[src/rtl/assert_macros.svh]
// assertion macros used by the rtl top level
// no dependencies
`ifndef ASSERT_MACROS_SVH
`define ASSERT_MACROS_SVH
`ifndef SYNTHESIS
`define HNW_ASSERT_NOW(lbl, clk, rst_n, expr) \
    lbl: assert property (@(posedge clk) disable iff (!rst_n) (expr)) \
        else $error("hnw assertion failed");
`define HNW_ASSERT_IMP(lbl, clk, rst_n, ante, cons) \
    lbl: assert property (@(posedge clk) disable iff (!rst_n) (ante) |-> (cons)) \
        else $error("hnw assertion failed");
`else
`define HNW_ASSERT_NOW(lbl, clk, rst_n, expr)
`define HNW_ASSERT_IMP(lbl, clk, rst_n, ante, cons)
`endif
`endif

[src/rtl/hnw_pkg.sv]
// types, constants and tables of the neighbour weight engine
// no dependencies
`default_nettype none
package hnw_pkg;
    localparam int SIDE_W       = 8;
    localparam int MAX_SIDE     = 256;
    localparam int ADDR_W       = 2 * SIDE_W;
    localparam int STORE_DEPTH  = 1 << ADDR_W;
    localparam int PIX_W        = 48;
    localparam int SUM_W        = 18;
    localparam int DEF_RADIUS   = 3;
    localparam int DEF_CHANNELS = 3;
    localparam int DIV_STEPS    = 33;
    localparam int DIV_CNT_W    = 6;
    localparam int OFF_W        = 5;
    localparam int POS_W        = 10;

    typedef enum logic [2:0] {
        CFG_STRIDE   = 3'd0,
        CFG_CHANNELS = 3'd1,
        CFG_LOW      = 3'd2,
        CFG_HIGH     = 3'd3,
        CFG_FLAT     = 3'd4,
        CFG_FLOOR    = 3'd5,
        CFG_ROWS     = 3'd6,
        CFG_COLS     = 3'd7
    } t_cfg_idx;

    typedef struct packed {
        logic        func;
        logic [7:0]  pixel_row;
        logic [7:0]  pixel_col;
        logic [15:0] smooth_ch0;
        logic [15:0] smooth_ch1;
        logic [15:0] smooth_ch2;
        logic [15:0] ref_ch0;
        logic [15:0] ref_ch1;
        logic [15:0] ref_ch2;
    } t_in;

    typedef struct packed {
        logic [15:0] neighbour_index;
        logic [31:0] weight;
        logic        last_of_window;
        logic        window_empty;
    } t_out;

    // effective settings after saturation
    typedef struct packed {
        logic [1:0]       stride;
        logic [1:0]       chans;
        logic [SUM_W-1:0] low;
        logic [SUM_W-1:0] high;
        logic [31:0]      flat;
        logic [31:0]      floor_w;
        logic [8:0]       rows;
        logic [8:0]       cols;
    } t_cfg;

    typedef struct packed {
        logic        wr_en;
        logic        rd_en;
        logic [7:0]  cen_row;
        logic [7:0]  cen_col;
        logic [7:0]  nb_row;
        logic [7:0]  nb_col;
        logic [1:0]  abs_s;
        logic [1:0]  abs_t;
        logic        sum_en;
        logic        wgt_en;
        logic        mul_en;
        logic        emit_en;
        logic        emit_last;
        logic        emit_empty;
    } t_cmd;

    typedef struct packed {
        logic need_div;
        logic div_busy;
        logic out_free;
    } t_sts;

    function automatic logic [32:0] f_dividend(input logic [1:0] n);
        logic [32:0] d;
        case (n)
            2'd2:    d = 33'd4261478400;
            2'd3:    d = 33'd6392217600;
            default: d = 33'd2130739200;
        endcase
        return d;
    endfunction

    // q0.16 normalized gaussian, sigma equal to radius
    function automatic logic [15:0] f_gauss(input logic [1:0] rad, input logic [1:0] as,
                                            input logic [1:0] at);
        logic [15:0] g;
        case ({rad, as, at})
            6'b01_00_00: g = 16'd13381;
            6'b01_00_01: g = 16'd8116;
            6'b01_01_00: g = 16'd8116;
            6'b01_01_01: g = 16'd4923;
            6'b10_00_00: g = 16'd4141;
            6'b10_00_01: g = 16'd3655;
            6'b10_00_10: g = 16'd2512;
            6'b10_01_00: g = 16'd3655;
            6'b10_01_01: g = 16'd3225;
            6'b10_01_10: g = 16'd2217;
            6'b10_10_00: g = 16'd2512;
            6'b10_10_01: g = 16'd2217;
            6'b10_10_10: g = 16'd1524;
            6'b11_00_00: g = 16'd2013;
            6'b11_00_01: g = 16'd1904;
            6'b11_00_10: g = 16'd1612;
            6'b11_00_11: g = 16'd1221;
            6'b11_01_00: g = 16'd1904;
            6'b11_01_01: g = 16'd1801;
            6'b11_01_10: g = 16'd1524;
            6'b11_01_11: g = 16'd1155;
            6'b11_10_00: g = 16'd1612;
            6'b11_10_01: g = 16'd1524;
            6'b11_10_10: g = 16'd1290;
            6'b11_10_11: g = 16'd977;
            6'b11_11_00: g = 16'd1221;
            6'b11_11_01: g = 16'd1155;
            6'b11_11_10: g = 16'd977;
            6'b11_11_11: g = 16'd740;
            default:     g = 16'd0;
        endcase
        return g;
    endfunction
endpackage
`default_nettype wire

[src/rtl/hnw_ctrl.sv]
// controller: request intake and neighbour window walk
// depends on hnw_pkg
`default_nettype none
module hnw_ctrl import hnw_pkg::*; #(
    parameter int RADIUS = DEF_RADIUS
) (
    input  wire logic i_clk,
    input  wire logic i_rst_n,
    input  wire logic i_in_valid,
    input  wire t_in  i_in_data,
    input  wire t_cfg i_cfg,
    input  wire t_sts i_sts,
    output logic      o_in_stall,
    output t_cmd      o_cmd
);
    typedef enum logic [7:0] {
        S_IDLE = 8'b0000_0001,
        S_SCAN = 8'b0000_0010,
        S_READ = 8'b0000_0100,
        S_SUM  = 8'b0000_1000,
        S_WGT  = 8'b0001_0000,
        S_DIV  = 8'b0010_0000,
        S_MUL  = 8'b0100_0000,
        S_EMIT = 8'b1000_0000
    } t_state;

    localparam logic signed [OFF_W-1:0] R_POS = OFF_W'(RADIUS);
    localparam logic signed [OFF_W-1:0] R_NEG = -R_POS;

    t_state                   r_state, n_state;
    logic [7:0]               r_row, n_row, r_col, n_col;
    logic signed [OFF_W-1:0]  r_t, n_t, r_s, n_s;
    logic                     r_pending, n_pending, r_final, n_final, r_empty, n_empty;

    logic signed [POS_W-1:0]  w_nr, w_nc;
    logic signed [OFF_W-1:0]  w_str, w_s_nx, w_t_nx, w_as, w_at;
    logic                     w_pos_ok, w_s_wrap, w_t_wrap, w_over, w_in_img;

    assign w_nr  = $signed({2'b00, r_row}) + POS_W'(r_s);
    assign w_nc  = $signed({2'b00, r_col}) + POS_W'(r_t);
    assign w_pos_ok = !w_nr[POS_W-1] && (w_nr < $signed({1'b0, i_cfg.rows}))
                   && !w_nc[POS_W-1] && (w_nc < $signed({1'b0, i_cfg.cols}))
                   && !(r_s == '0 && r_t == '0);
    assign w_str    = $signed({3'b000, i_cfg.stride});
    assign w_s_nx   = r_s + w_str;
    assign w_t_nx   = r_t + w_str;
    assign w_s_wrap = w_s_nx > R_POS;
    assign w_t_wrap = w_t_nx > R_POS;
    assign w_over   = w_s_wrap && w_t_wrap;
    assign w_as     = r_s[OFF_W-1] ? -r_s : r_s;
    assign w_at     = r_t[OFF_W-1] ? -r_t : r_t;
    assign w_in_img = ({1'b0, i_in_data.pixel_row} < i_cfg.rows)
                   && ({1'b0, i_in_data.pixel_col} < i_cfg.cols);

    assign o_in_stall = (r_state != S_IDLE);

    always_comb begin
        n_state   = r_state;
        n_row     = r_row;
        n_col     = r_col;
        n_t       = r_t;
        n_s       = r_s;
        n_pending = r_pending;
        n_final   = r_final;
        n_empty   = r_empty;
        o_cmd            = '0;
        o_cmd.cen_row    = r_row;
        o_cmd.cen_col    = r_col;
        o_cmd.nb_row     = w_nr[7:0];
        o_cmd.nb_col     = w_nc[7:0];
        o_cmd.abs_s      = w_as[1:0];
        o_cmd.abs_t      = w_at[1:0];
        o_cmd.emit_last  = r_final || r_empty;
        o_cmd.emit_empty = r_empty;
        case (r_state)
            S_IDLE: begin
                if (i_in_valid) begin
                    if (!i_in_data.func) begin
                        o_cmd.wr_en = w_in_img;
                    end else if (w_in_img) begin
                        n_row     = i_in_data.pixel_row;
                        n_col     = i_in_data.pixel_col;
                        n_t       = R_NEG;
                        n_s       = R_NEG;
                        n_pending = 1'b0;
                        n_final   = 1'b0;
                        n_empty   = 1'b0;
                        n_state   = S_SCAN;
                    end else begin
                        n_empty = 1'b1;
                        n_state = S_EMIT;
                    end
                end
            end
            S_SCAN: begin
                if (w_pos_ok) begin
                    if (r_pending) begin
                        n_final = 1'b0;
                        n_state = S_EMIT;
                    end else begin
                        n_state = S_READ;
                    end
                end else if (w_over) begin
                    if (r_pending) begin
                        n_final = 1'b1;
                    end else begin
                        n_empty = 1'b1;
                    end
                    n_state = S_EMIT;
                end else begin
                    n_s = w_s_wrap ? R_NEG : w_s_nx;
                    n_t = w_s_wrap ? w_t_nx : r_t;
                end
            end
            S_READ: begin
                o_cmd.rd_en = 1'b1;
                n_state     = S_SUM;
            end
            S_SUM: begin
                o_cmd.sum_en = 1'b1;
                n_state      = S_WGT;
            end
            S_WGT: begin
                o_cmd.wgt_en = 1'b1;
                n_state      = i_sts.need_div ? S_DIV : S_MUL;
            end
            S_DIV: begin
                if (!i_sts.div_busy) begin
                    n_state = S_MUL;
                end
            end
            S_MUL: begin
                o_cmd.mul_en = 1'b1;
                n_pending    = 1'b1;
                if (w_over) begin
                    n_final = 1'b1;
                    n_state = S_EMIT;
                end else begin
                    n_s     = w_s_wrap ? R_NEG : w_s_nx;
                    n_t     = w_s_wrap ? w_t_nx : r_t;
                    n_state = S_SCAN;
                end
            end
            S_EMIT: begin
                if (i_sts.out_free) begin
                    o_cmd.emit_en = 1'b1;
                    n_pending     = 1'b0;
                    if (r_final || r_empty) begin
                        n_final = 1'b0;
                        n_empty = 1'b0;
                        n_state = S_IDLE;
                    end else begin
                        n_state = S_READ;
                    end
                end
            end
            default: begin
                n_state = S_IDLE;
            end
        endcase
    end

    always_ff @(posedge i_clk) begin
        if (!i_rst_n) begin
            r_state   <= S_IDLE;
            r_pending <= 1'b0;
            r_final   <= 1'b0;
            r_empty   <= 1'b0;
        end else begin
            r_state   <= n_state;
            r_pending <= n_pending;
            r_final   <= n_final;
            r_empty   <= n_empty;
        end
        r_row <= n_row;
        r_col <= n_col;
        r_t   <= n_t;
        r_s   <= n_s;
    end
endmodule
`default_nettype wire

[config.mk]
export PLATFORM = sky130hd
export DESIGN_NAME = hnw_ctrl
export DESIGN_NICKNAME = d
export VERILOG_FILES = /design/src/rtl/assert_macros.svh /design/src/rtl/hnw_pkg.sv /design/src/rtl/hnw_ctrl.sv
export SDC_FILE = /design/constraint.sdc
export NUM_CORES = 1
export LEC_CHECK = 0
export ABC_AREA = 1
export BUFFER_PORTS_ARGS = -buffer_cell sky130_fd_sc_hd__buf_4
export CAP_MARGIN = 20
export CELL_PAD_IN_SITES_DETAIL_PLACEMENT = 1
export CELL_PAD_IN_SITES_GLOBAL_PLACEMENT = 2
export CORE_MARGIN = 2
export CORE_UTILIZATION = 18
export CTS_CLUSTER_SIZE = 16
export DETAILED_ROUTE_END_ITERATION = 7
export PLACE_DENSITY = 0.88
export SLEW_MARGIN = 40
export SYNTH_ARGS = -nofsm -noshare
export SYNTH_HDL_FRONTEND = slang
export SYNTH_SLANG_ARGS = --single-unit
[constraint.sdc]
create_clock -name i_clk -period 3.1 [get_ports i_clk]
set_input_delay 0.62 -clock i_clk [delete_from_list [all_inputs] [get_ports i_clk]]
set_output_delay 0.62 -clock i_clk [all_outputs]
set_load 0.01 [all_outputs]
Yosys cells after proc, flatten, opt, wreduce, memory -nomap -nowiden. Index checks and enable logic that the tools add are counted.

Input port bits: 241. Word-level logic and storage cells: 119. Output and inout bits: 45. Register bits: 37.

Reduce and logical (&&, ||, !) cells: 23. Add/subtract/negate cells: 6. Eq/ne operators: 22. Magnitude comparators: 6. Mux-type cells: 54.

Operator list (count): two-way mux 8 bit (9); case mux 8 bit (8 select lines) (1); two-way mux 5 bit (9); case mux 5 bit (3 select lines) (2); two-way mux 1 bit (26); adder 9 x 5 -> 10 bit (2); less-than comparator 10 bit (2); inequality test 2 bit, second input constant (10); less-than comparator 8 x 9 -> 1 bit (2); AND reduction 5 bit (3); adder 5 x 3 -> 5 bit (2); greater-than comparator 5 x 3 -> 1 bit, second input constant (2); logical NOT 5 bit (2); AND reduction 10 bit (1); inequality test 3 bit, second input constant (3); nonzero test 3 bit (3); == test 8 x 1 -> 1 bit, second input constant (1); == test 8 x 2 -> 1 bit, second input constant (1); == test 8 x 3 -> 1 bit, second input constant (1); == test 8 x 4 -> 1 bit, second input constant (1); == test 8 x 5 -> 1 bit, second input constant (1); == test 8 x 6 -> 1 bit, second input constant (1); == test 8 x 7 -> 1 bit, second input constant (1); == test 8 bit, second input constant (1); other kinds (13) (24).

Depth between registers and ports, before layout. Gate-level depths: netlist of the first run.

Word-level depth: 8. Depth in mapped cells: 23.

Least setup slack after synthesis of the first run. Ideal clock, no wire load.

Kind: register to register. Start point: register r_col[0]. End point: register r_s[0], enable pin. Clock period less this slack: 3.153 ns. Cell stages (with the launch flop): 19. Required time: 2.758 ns. Data arrival time: 2.811 ns. Library setup time: 0.342 ns. Setup slack: -0.053 ns. Cells stage by stage: edfxtp_1 > ha_1 > inv_1 > fa_1 > o21ai_0 > a21oi_1 > o21bai_1 > xnor2_1 > inv_1 > ha_1 > nand2_1 > inv_1 > nand2_1 > nand2_1 > nand2_1 > nand2_1 > nor2_2 > nand3_1 > o2111a_1.

RTL lines: from (decl) (RTL line hnw_ctrl.sv:31) `logic [7:0] r_row, n_row, r_col, n_col;`; from (signal assigned) (RTL line hnw_ctrl.sv:176) `r_col <= n_col;`; to (signal assigned) (RTL line hnw_ctrl.sv:178) `r_s <= n_s;`; to (decl) (RTL line hnw_ctrl.sv:32) `logic signed [OFF_W-1:0] r_t, n_t, r_s, n_s;`.

Final worst setup path of the first run.
Start point: register r_t[0]. End point: register r_s[2], enable pin.

Word-level cells in the longest chain between the ends: 7. Elaborated cells between the ends (all ways): 11. Classes of those cells: add/sub: 1; order compare: 1; eq/ne: 1; reduce/logical: 8.

Ends and longest elaborated chain: from (decl) (RTL line hnw_ctrl.sv:32); from (signal assigned) (RTL line hnw_ctrl.sv:177) `r_t <= n_t;`; branches (longest 4 deep; another with adder 9 x 5 -> 10 bit); logical AND 1 bit (*) (RTL line hnw_ctrl.sv:43) `&& !(r_s == '0 && r_t == '0);`; inequality test 2 bit (no source line) (*); AND reduction 5 bit (no source line) (*).

Mark *: on every way between the ends. A chain may end at the register's enable or synchronous reset.

==> results of run 1 <==
[power groups by stage]
stage | Sequential, mW | Clock, mW | Combinational (mW)
after floorplan | 0.721 | 0 | 1.22
after global placement | 0.709 | 0 | 2.07
after detailed placement | 0.710 | 0 | 2.11
after CTS | 0.705 | 0.534 | 2.32
after global routing | 0.718 | 0.549 | 2.71
final | 0.704 | 0.515 | 2.41
[area by class of cell]
cell class / instances / area share
Multi-Input combinational cell: 336 / 0.449
Timing Repair Buffer: 160 / 0.221
Sequential cell: 37 / 0.181
Inverter: 93 / 0.0642
Tap cell: 265 / 0.0601
Clock buffer: 5 / 0.0227
Clock inverter: 3 / 0.00227
[flip-flops by register name (all words and copies together), names as in the netlist]
signal	flops
r_col	8
r_pending	1
r_empty	1
r_t	5
r_final	1
r_state	8
r_row	8
r_s	5
[path summary, 6_finish.rpt]
path,start,endpoint,slack [ns],depth (start not counted)
worst max-delay path,r_t[0]$_SDFFCE_PN1P_,r_s[2]$_SDFFCE_PN1P_,-0.08,17
worst min-delay path,i_in_data[110],r_row[6]$_DFFE_PP_,0.51,1
worst max register to register,r_t[0]$_SDFFCE_PN1P_,r_s[2]$_SDFFCE_PN1P_,-0.08,17
worst min register to register,r_pending$_SDFFE_PN0P_,r_pending$_SDFFE_PN0P_,0.52,2
[worst reg2reg max path: stages (launching register included)]
cell and delay [ns]:
edfxtp_1 0.37, ha_2 0.20, inv_2 0.04, fa_2 0.41
o21ai_4 0.20, a21oi_2 0.09, o21bai_2 0.16, nand2_1 0.09
a21oi_2 0.14, nor2_2 0.05, xor2_1 0.15, ha_2 0.30
nand2_1 0.07, nand2_2 0.07, nor2_4 0.16, nand3_2 0.12
o2111a_2 0.16, buf_12 0.15
[cell families after synthesis]
group,after synthesis
compound gates,70
xor+xnor,18
fa+ha+maj,58
buf+inv,98
flops,37
simple gates,190
[layout by cell type, fill, tap and decap left out, drive strengths merged, types with 11 or more instances in the layout]
cell type  netlist  layout
o21ai           19      19
a21oi           31      31
nand4           12      12
nand3           28      28
edfxtp          26      26
inv             93      93
dfxtp           11      11
ha              54      54
nor2            42      42
buf              5     160
nand2          101     101
[metal layers]
metal | vias up | global-route usage | routed length [um]
met4 | 2 | 0.0191 | 94
met5 | - | 0 | 10
met3 | 10 | 0.0364 | 732
met1 | 1696 | 0.155 | 5850
li1 | 1874 | - | -
met2 | 66 | 0.192 | 5800
[timing repair]
item	CTS	global route
gates resized for setup	32	27
endpoints found under the setup margin	19	21
hold buffers	0	0
buffers inserted	12	8
pin swaps	18	20
==> impl_metrics.yaml, run 1 <==
outcome:
  status: "complete, but fails checks"
  failed_checks: "setup timing"
sta:
  finalCritPeriodShare: 1.03
  rsz0062_at_grt: "true"
  final_hold_viol_count: 0
  fin_skew_ns: 0.00938
  period_needed_ns: 3.18
  fin_ws_ns: -0.0819
  fmax_mhz: 314
  setup-tns-final_ns: -0.819
  setup_viol: 12
  drv_slew: 0
  worst_pin_slew_ns: 0.419
  slew_headroom: 0.720
  hold_ws_ns: 0.507
synthesis:
  synth.cell_area_um2: 3610
  synth.area.mux_share: 0
  synth_area_leader_cell: "edfxtp_1"
  yosys.area_share.xor_xnor: 0.0458
  synthDistinctLibCells: 42
  synth_seq_cells: 37
  syn_avg_cell_area_um2: 7.66
  ys_async_sr_fraction: 0
  synth_top_family_by_area: "simple AND/OR/NAND/NOR gates"
  yosys.area_share.adder: 0.210
  netlist.area_leader.share: 0.216
  syn_inst: 471
  synth_common_cells: "nand2_1, inv_1, ha_1, nor2_1, a21oi_1"
  yosys_most_used_dff: "edfxtp_1"
  synth-edff-count: 26
  yosys.area_share.simple: 0.245
  synthMostInstantiatedCell: "nand2_1"
  synth-compound-area-share: 0.115
  synth.net_count: 770
  synth_seq_area_share: 0.277
  ys_top_cells_by_area: "edfxtp_1, ha_1, nand2_1"
  yosys_warnings: 0
final_layout:
  final_area_um2: 5520
  utilization: 0.282
  drive_gt1_frac: 0.382
  layout.area.seq_um2: 1000
  n_antenna_cell: 0
  syn_to_final_growth_pct: 53.0
  nFillCells: 2371
  finalNonFillerCells: 899
  multi_input_area_um2: 2480
  nets: 932
pwr:
  power_frac_clock: 0.142
  p_seq_frac: 0.194
  powerDensity_nw_per_um2: 658
  vdd_drop_max_v: 0.000428
  switching_share: 0.443
  power_switching_mw: 1.61
  cellInternalPower_mw: 2.02
  combPwrFrac: 0.665
  totalPowerFinal_mw: 3.63
  power_leakage_nw: 2.76
grt:
  antenna_found_initial: 1
  overflow: 0
  grt_pass1_wl_mm: 20.3
  grt_start_max_net_pins: 12
  grt_usage: 0.117
  grt_pass1_vias: 3937
critical_path:
  path_delay_family: "adder cells"
  endpoint_kind: "flip-flop"
  critical_path.max_stage_delay_ns: 0.41
  crit_chain: "ha_2, inv_2, fa_2, o21ai_4, a21oi_2, o21bai_2, nand2_1, a21oi_2, nor2_2, xor2_1, ha_2, nand2_1, nand2_2, nor2_4, nand3_2, o2111a_2, buf_12"
  critical_path_peak_fanout: 10
  start_kind: "flip-flop"
  cp_num_buf_inv: 2
  crit_path_top_delay_cell: "fa_2"
  crit_required_ns: 3.16
  critPathKind: "reg -> reg"
  worstPathArrival_ns: 3.24
cts:
  clockBufferDepth: 2
  cts_sinks: 37
  clock_latency_ns: 0.30
  numCtsBuffers: 5
  cts_tree: "done"
  clk_pin_slew_ns: 0.06
  cts_root_buf: "clkbuf_16"
  cts_htree_levels: 2
placed_design:
  dpl_cell_area_um2: 4960
  placed_cells_incl_taps: 872
  port_buffers: 87
  gp_congestion: 0.817
  place_ws_ns: -0.268
  dpl.hpwl_mm: 10.1
detailed_routing:
  routedWlPerCell_um: 13.9
  wirelength_mm: 12.5
  first_pass_iters: 4
  ant_nets: 0
  num_vias: 3648
  drc_errors: 0
  vias_per_cell: 4.06
  drt-initial-drc-count: 126
floorplan:
  die_h_um: 146
  ioPinCount: 286
  die_w_um: 146
  initial_utilization: 0.184
  die_area_um2: 21200
  rows: 51
  core-area_um2: 19600
hold_path:
  min_path_type: "in -> reg"
job:
  drv_cap: 0
Note: power is estimated with default switching activity, not from simulation.
==> run 2: changes to the inputs <==
Settings changed: CORE_UTILIZATION 18 to 20, PLACE_DENSITY 0.88 to 0.92.
Clock period 3.1 ns to 3.3 ns, I/O delays scaled along.
==> impl_metrics.yaml, run 2 (synthesis results as in run 1) <==
floorplan:
  rows: 49
  initial_utilization: 0.202
  die_w_um: 138
  die_h_um: 138
  core-area_um2: 17800
  ioPinCount: 286
  die_area_um2: 19100
placed_design:
  placed_cells_incl_taps: 809
  gp_congestion: 0.813
  port_buffers: 87
  dpl.hpwl_mm: 9.70
  place_ws_ns: -0.0975
  dpl_cell_area_um2: 4720
critical_path:
  critical_path_peak_fanout: 10
  r2r_setup_slack_ns: 0.14
  critPathKind: "reg -> reg"
  r2r-end: "r_t[0]$_SDFFCE_PN1P_"
  rr_worst_depth: 18
  worstPathArrival_ns: 3.22
  crit_required_ns: 3.35
  worstReg2RegStart: "r_t[2]$_SDFFCE_PN1P_"
  start_kind: "flip-flop"
  endpoint_kind: "flip-flop"
final_layout:
  final_cell_mix: "buf_4, nand2_1, inv_1"
  nets: 901
  final_common_cell: "buf_4"
  syn_to_final_growth_pct: 41.7
  final_area_um2: 5110
  finalNonFillerCells: 833
  drive_gt1_frac: 0.310
  top_regs: "r_col (8), r_row (8), r_state (8)"
cts:
  clk_pin_slew_ns: 0.06
  cts_tree: "done"
  cts_htree_levels: 2
  clock_latency_ns: 0.30
  cts_sinks: 37
  cts_root_buf: "clkbuf_16"
  cts-hold-fix-buffers: 0
  clockBufferDepth: 2
  numCtsBuffers: 5
grt:
  overflow: 0
  antenna_found_initial: 0
  grt_pass1_vias: 3708
  grt_usage: 0.123
  met2_usage: 0.202
  grt_start_max_net_pins: 17
  grt_pass1_wl_mm: 18.9
  grt_use_met3: 0.0388
  grt.busiest_layer: "met2"
  use_met1: 0.157
outcome:
  status: "finished, final reports clean"
detailed_routing:
  first_pass_iters: 4
  wirelength_mm: 11.6
  drt-initial-drc-count: 86
  routedWlPerCell_um: 14.0
  vias_per_cell: 4.22
  ant_nets: 0
  drc_errors: 0
  num_vias: 3519
sta:
  fmax_mhz: 316
  finalCritPeriodShare: 0.959
  fin_ws_ns: 0.135
  setup_viol: 0
  slew_headroom: 0.705
  drv_slew: 0
  worst_pin_slew_ns: 0.442
  rsz0062_at_grt: "true"
  fin_skew_ns: 0.0119
  hold_ws_ns: 0.511
  final_hold_viol_count: 0
  period_needed_ns: 3.16
  setup-tns-final_ns: 0
hold_path:
  min_from: "r_pending$_SDFFE_PN0P_"
  hold_path_depth: 2
  min_path_type: "reg -> reg"
  hold_end: "r_pending$_SDFFE_PN0P_"
job:
  drv_cap: 0
pwr:
  powerDensity_nw_per_um2: 622
  vdd_drop_max_v: 0.000470
  power_leakage_nw: 2.59
## run 2: layer usage
| metal | vias up | share of wire |
|---|---|---|
| met5 | - | 0 |
| met4 | 0 | 0.0097 |
| met3 | 8 | 0.058 |
| met2 | 56 | 0.46 |
| met1 | 1638 | 0.47 |
| li1 | 1817 | - |
## run 2: how the worst max path moves through the flow
stage,from,end,slack (ns),cells past startpoint
6_report,r_t[2]$_SDFFCE_PN1P_,r_t[0]$_SDFFCE_PN1P_,0.14,18
5_1_grt,r_t[2]$_SDFFCE_PN1P_,r_state[2]$_SDFFE_PN0P_,-0.11,20
4_1_cts,r_col[2]$_DFFE_PP_,r_state[7]$_SDFFE_PN0P_,0.0003,23
3_5_place_dp,r_col[2]$_DFFE_PP_,r_state[7]$_SDFFE_PN0P_,-0.1,23
3_3_place_gp,r_col[2]$_DFFE_PP_,r_state[7]$_SDFFE_PN0P_,-0.04,23
2_1_floorplan,r_col[0]$_DFFE_PP_,r_s[0]$_SDFFCE_PN1P_,0.15,18
## run 2: worst max-delay path, stage by stage (launching register included)
cell and delay [ns]:
edfxtp_1 0.44, ha_4 0.29, nand2_1 0.07, nand2_1 0.07
nand3_1 0.08, nand2_1 0.08, a21oi_2 0.18, nor2_1 0.06
nor2_1 0.11, xor2_1 0.24, ha_1 0.29, a21oi_1 0.17
nand2_1 0.09, nand2_1 0.08, nand2_2 0.07, nor2_4 0.17
nand3_1 0.12, o2111a_1 0.17, buf_12 0.15
## run 2: power by group
part	switching [mW]	leakage, nW	total [mW]	internal [mW]
Sequential	0.0540	0.306	0.661	0.607
Clock	0.205	0.0679	0.485	0.280
Combinational	1.16	2.22	2.03	0.875
Total	1.42	2.59	3.18	1.76
## run 2: area by class of cell
| type | instances | area [um^2] |
|---|---|---|
| timing repair buffer | 129 | 985 |
| clock buffer | 7 | 133 |
| tap | 229 | 287 |
| inverter | 93 | 352 |
| multi-input combinational | 336 | 2350 |
| fill | 2167 | 12700 |
| sequential | 37 | 1000 |
| antenna | 1 | 2.50 |
| clock inverter | 1 | 5.00 |
## run 2: metrics by stage
stage           util  power (mW)
6_report       0.286        3.18
5_1_grt        0.286        3.49
4_1_cts        0.275        3.13
3_5_place_dp   0.265        2.58
3_3_place_gp   0.265        2.53
2_1_floorplan      -        1.82
## run 2: timing repair
action                     in CTS  in global routing
setup buffers                   5                 10
gates resized for setup         3                 30
setup endpoints to repair      18                 20
pin swaps                       4                 12
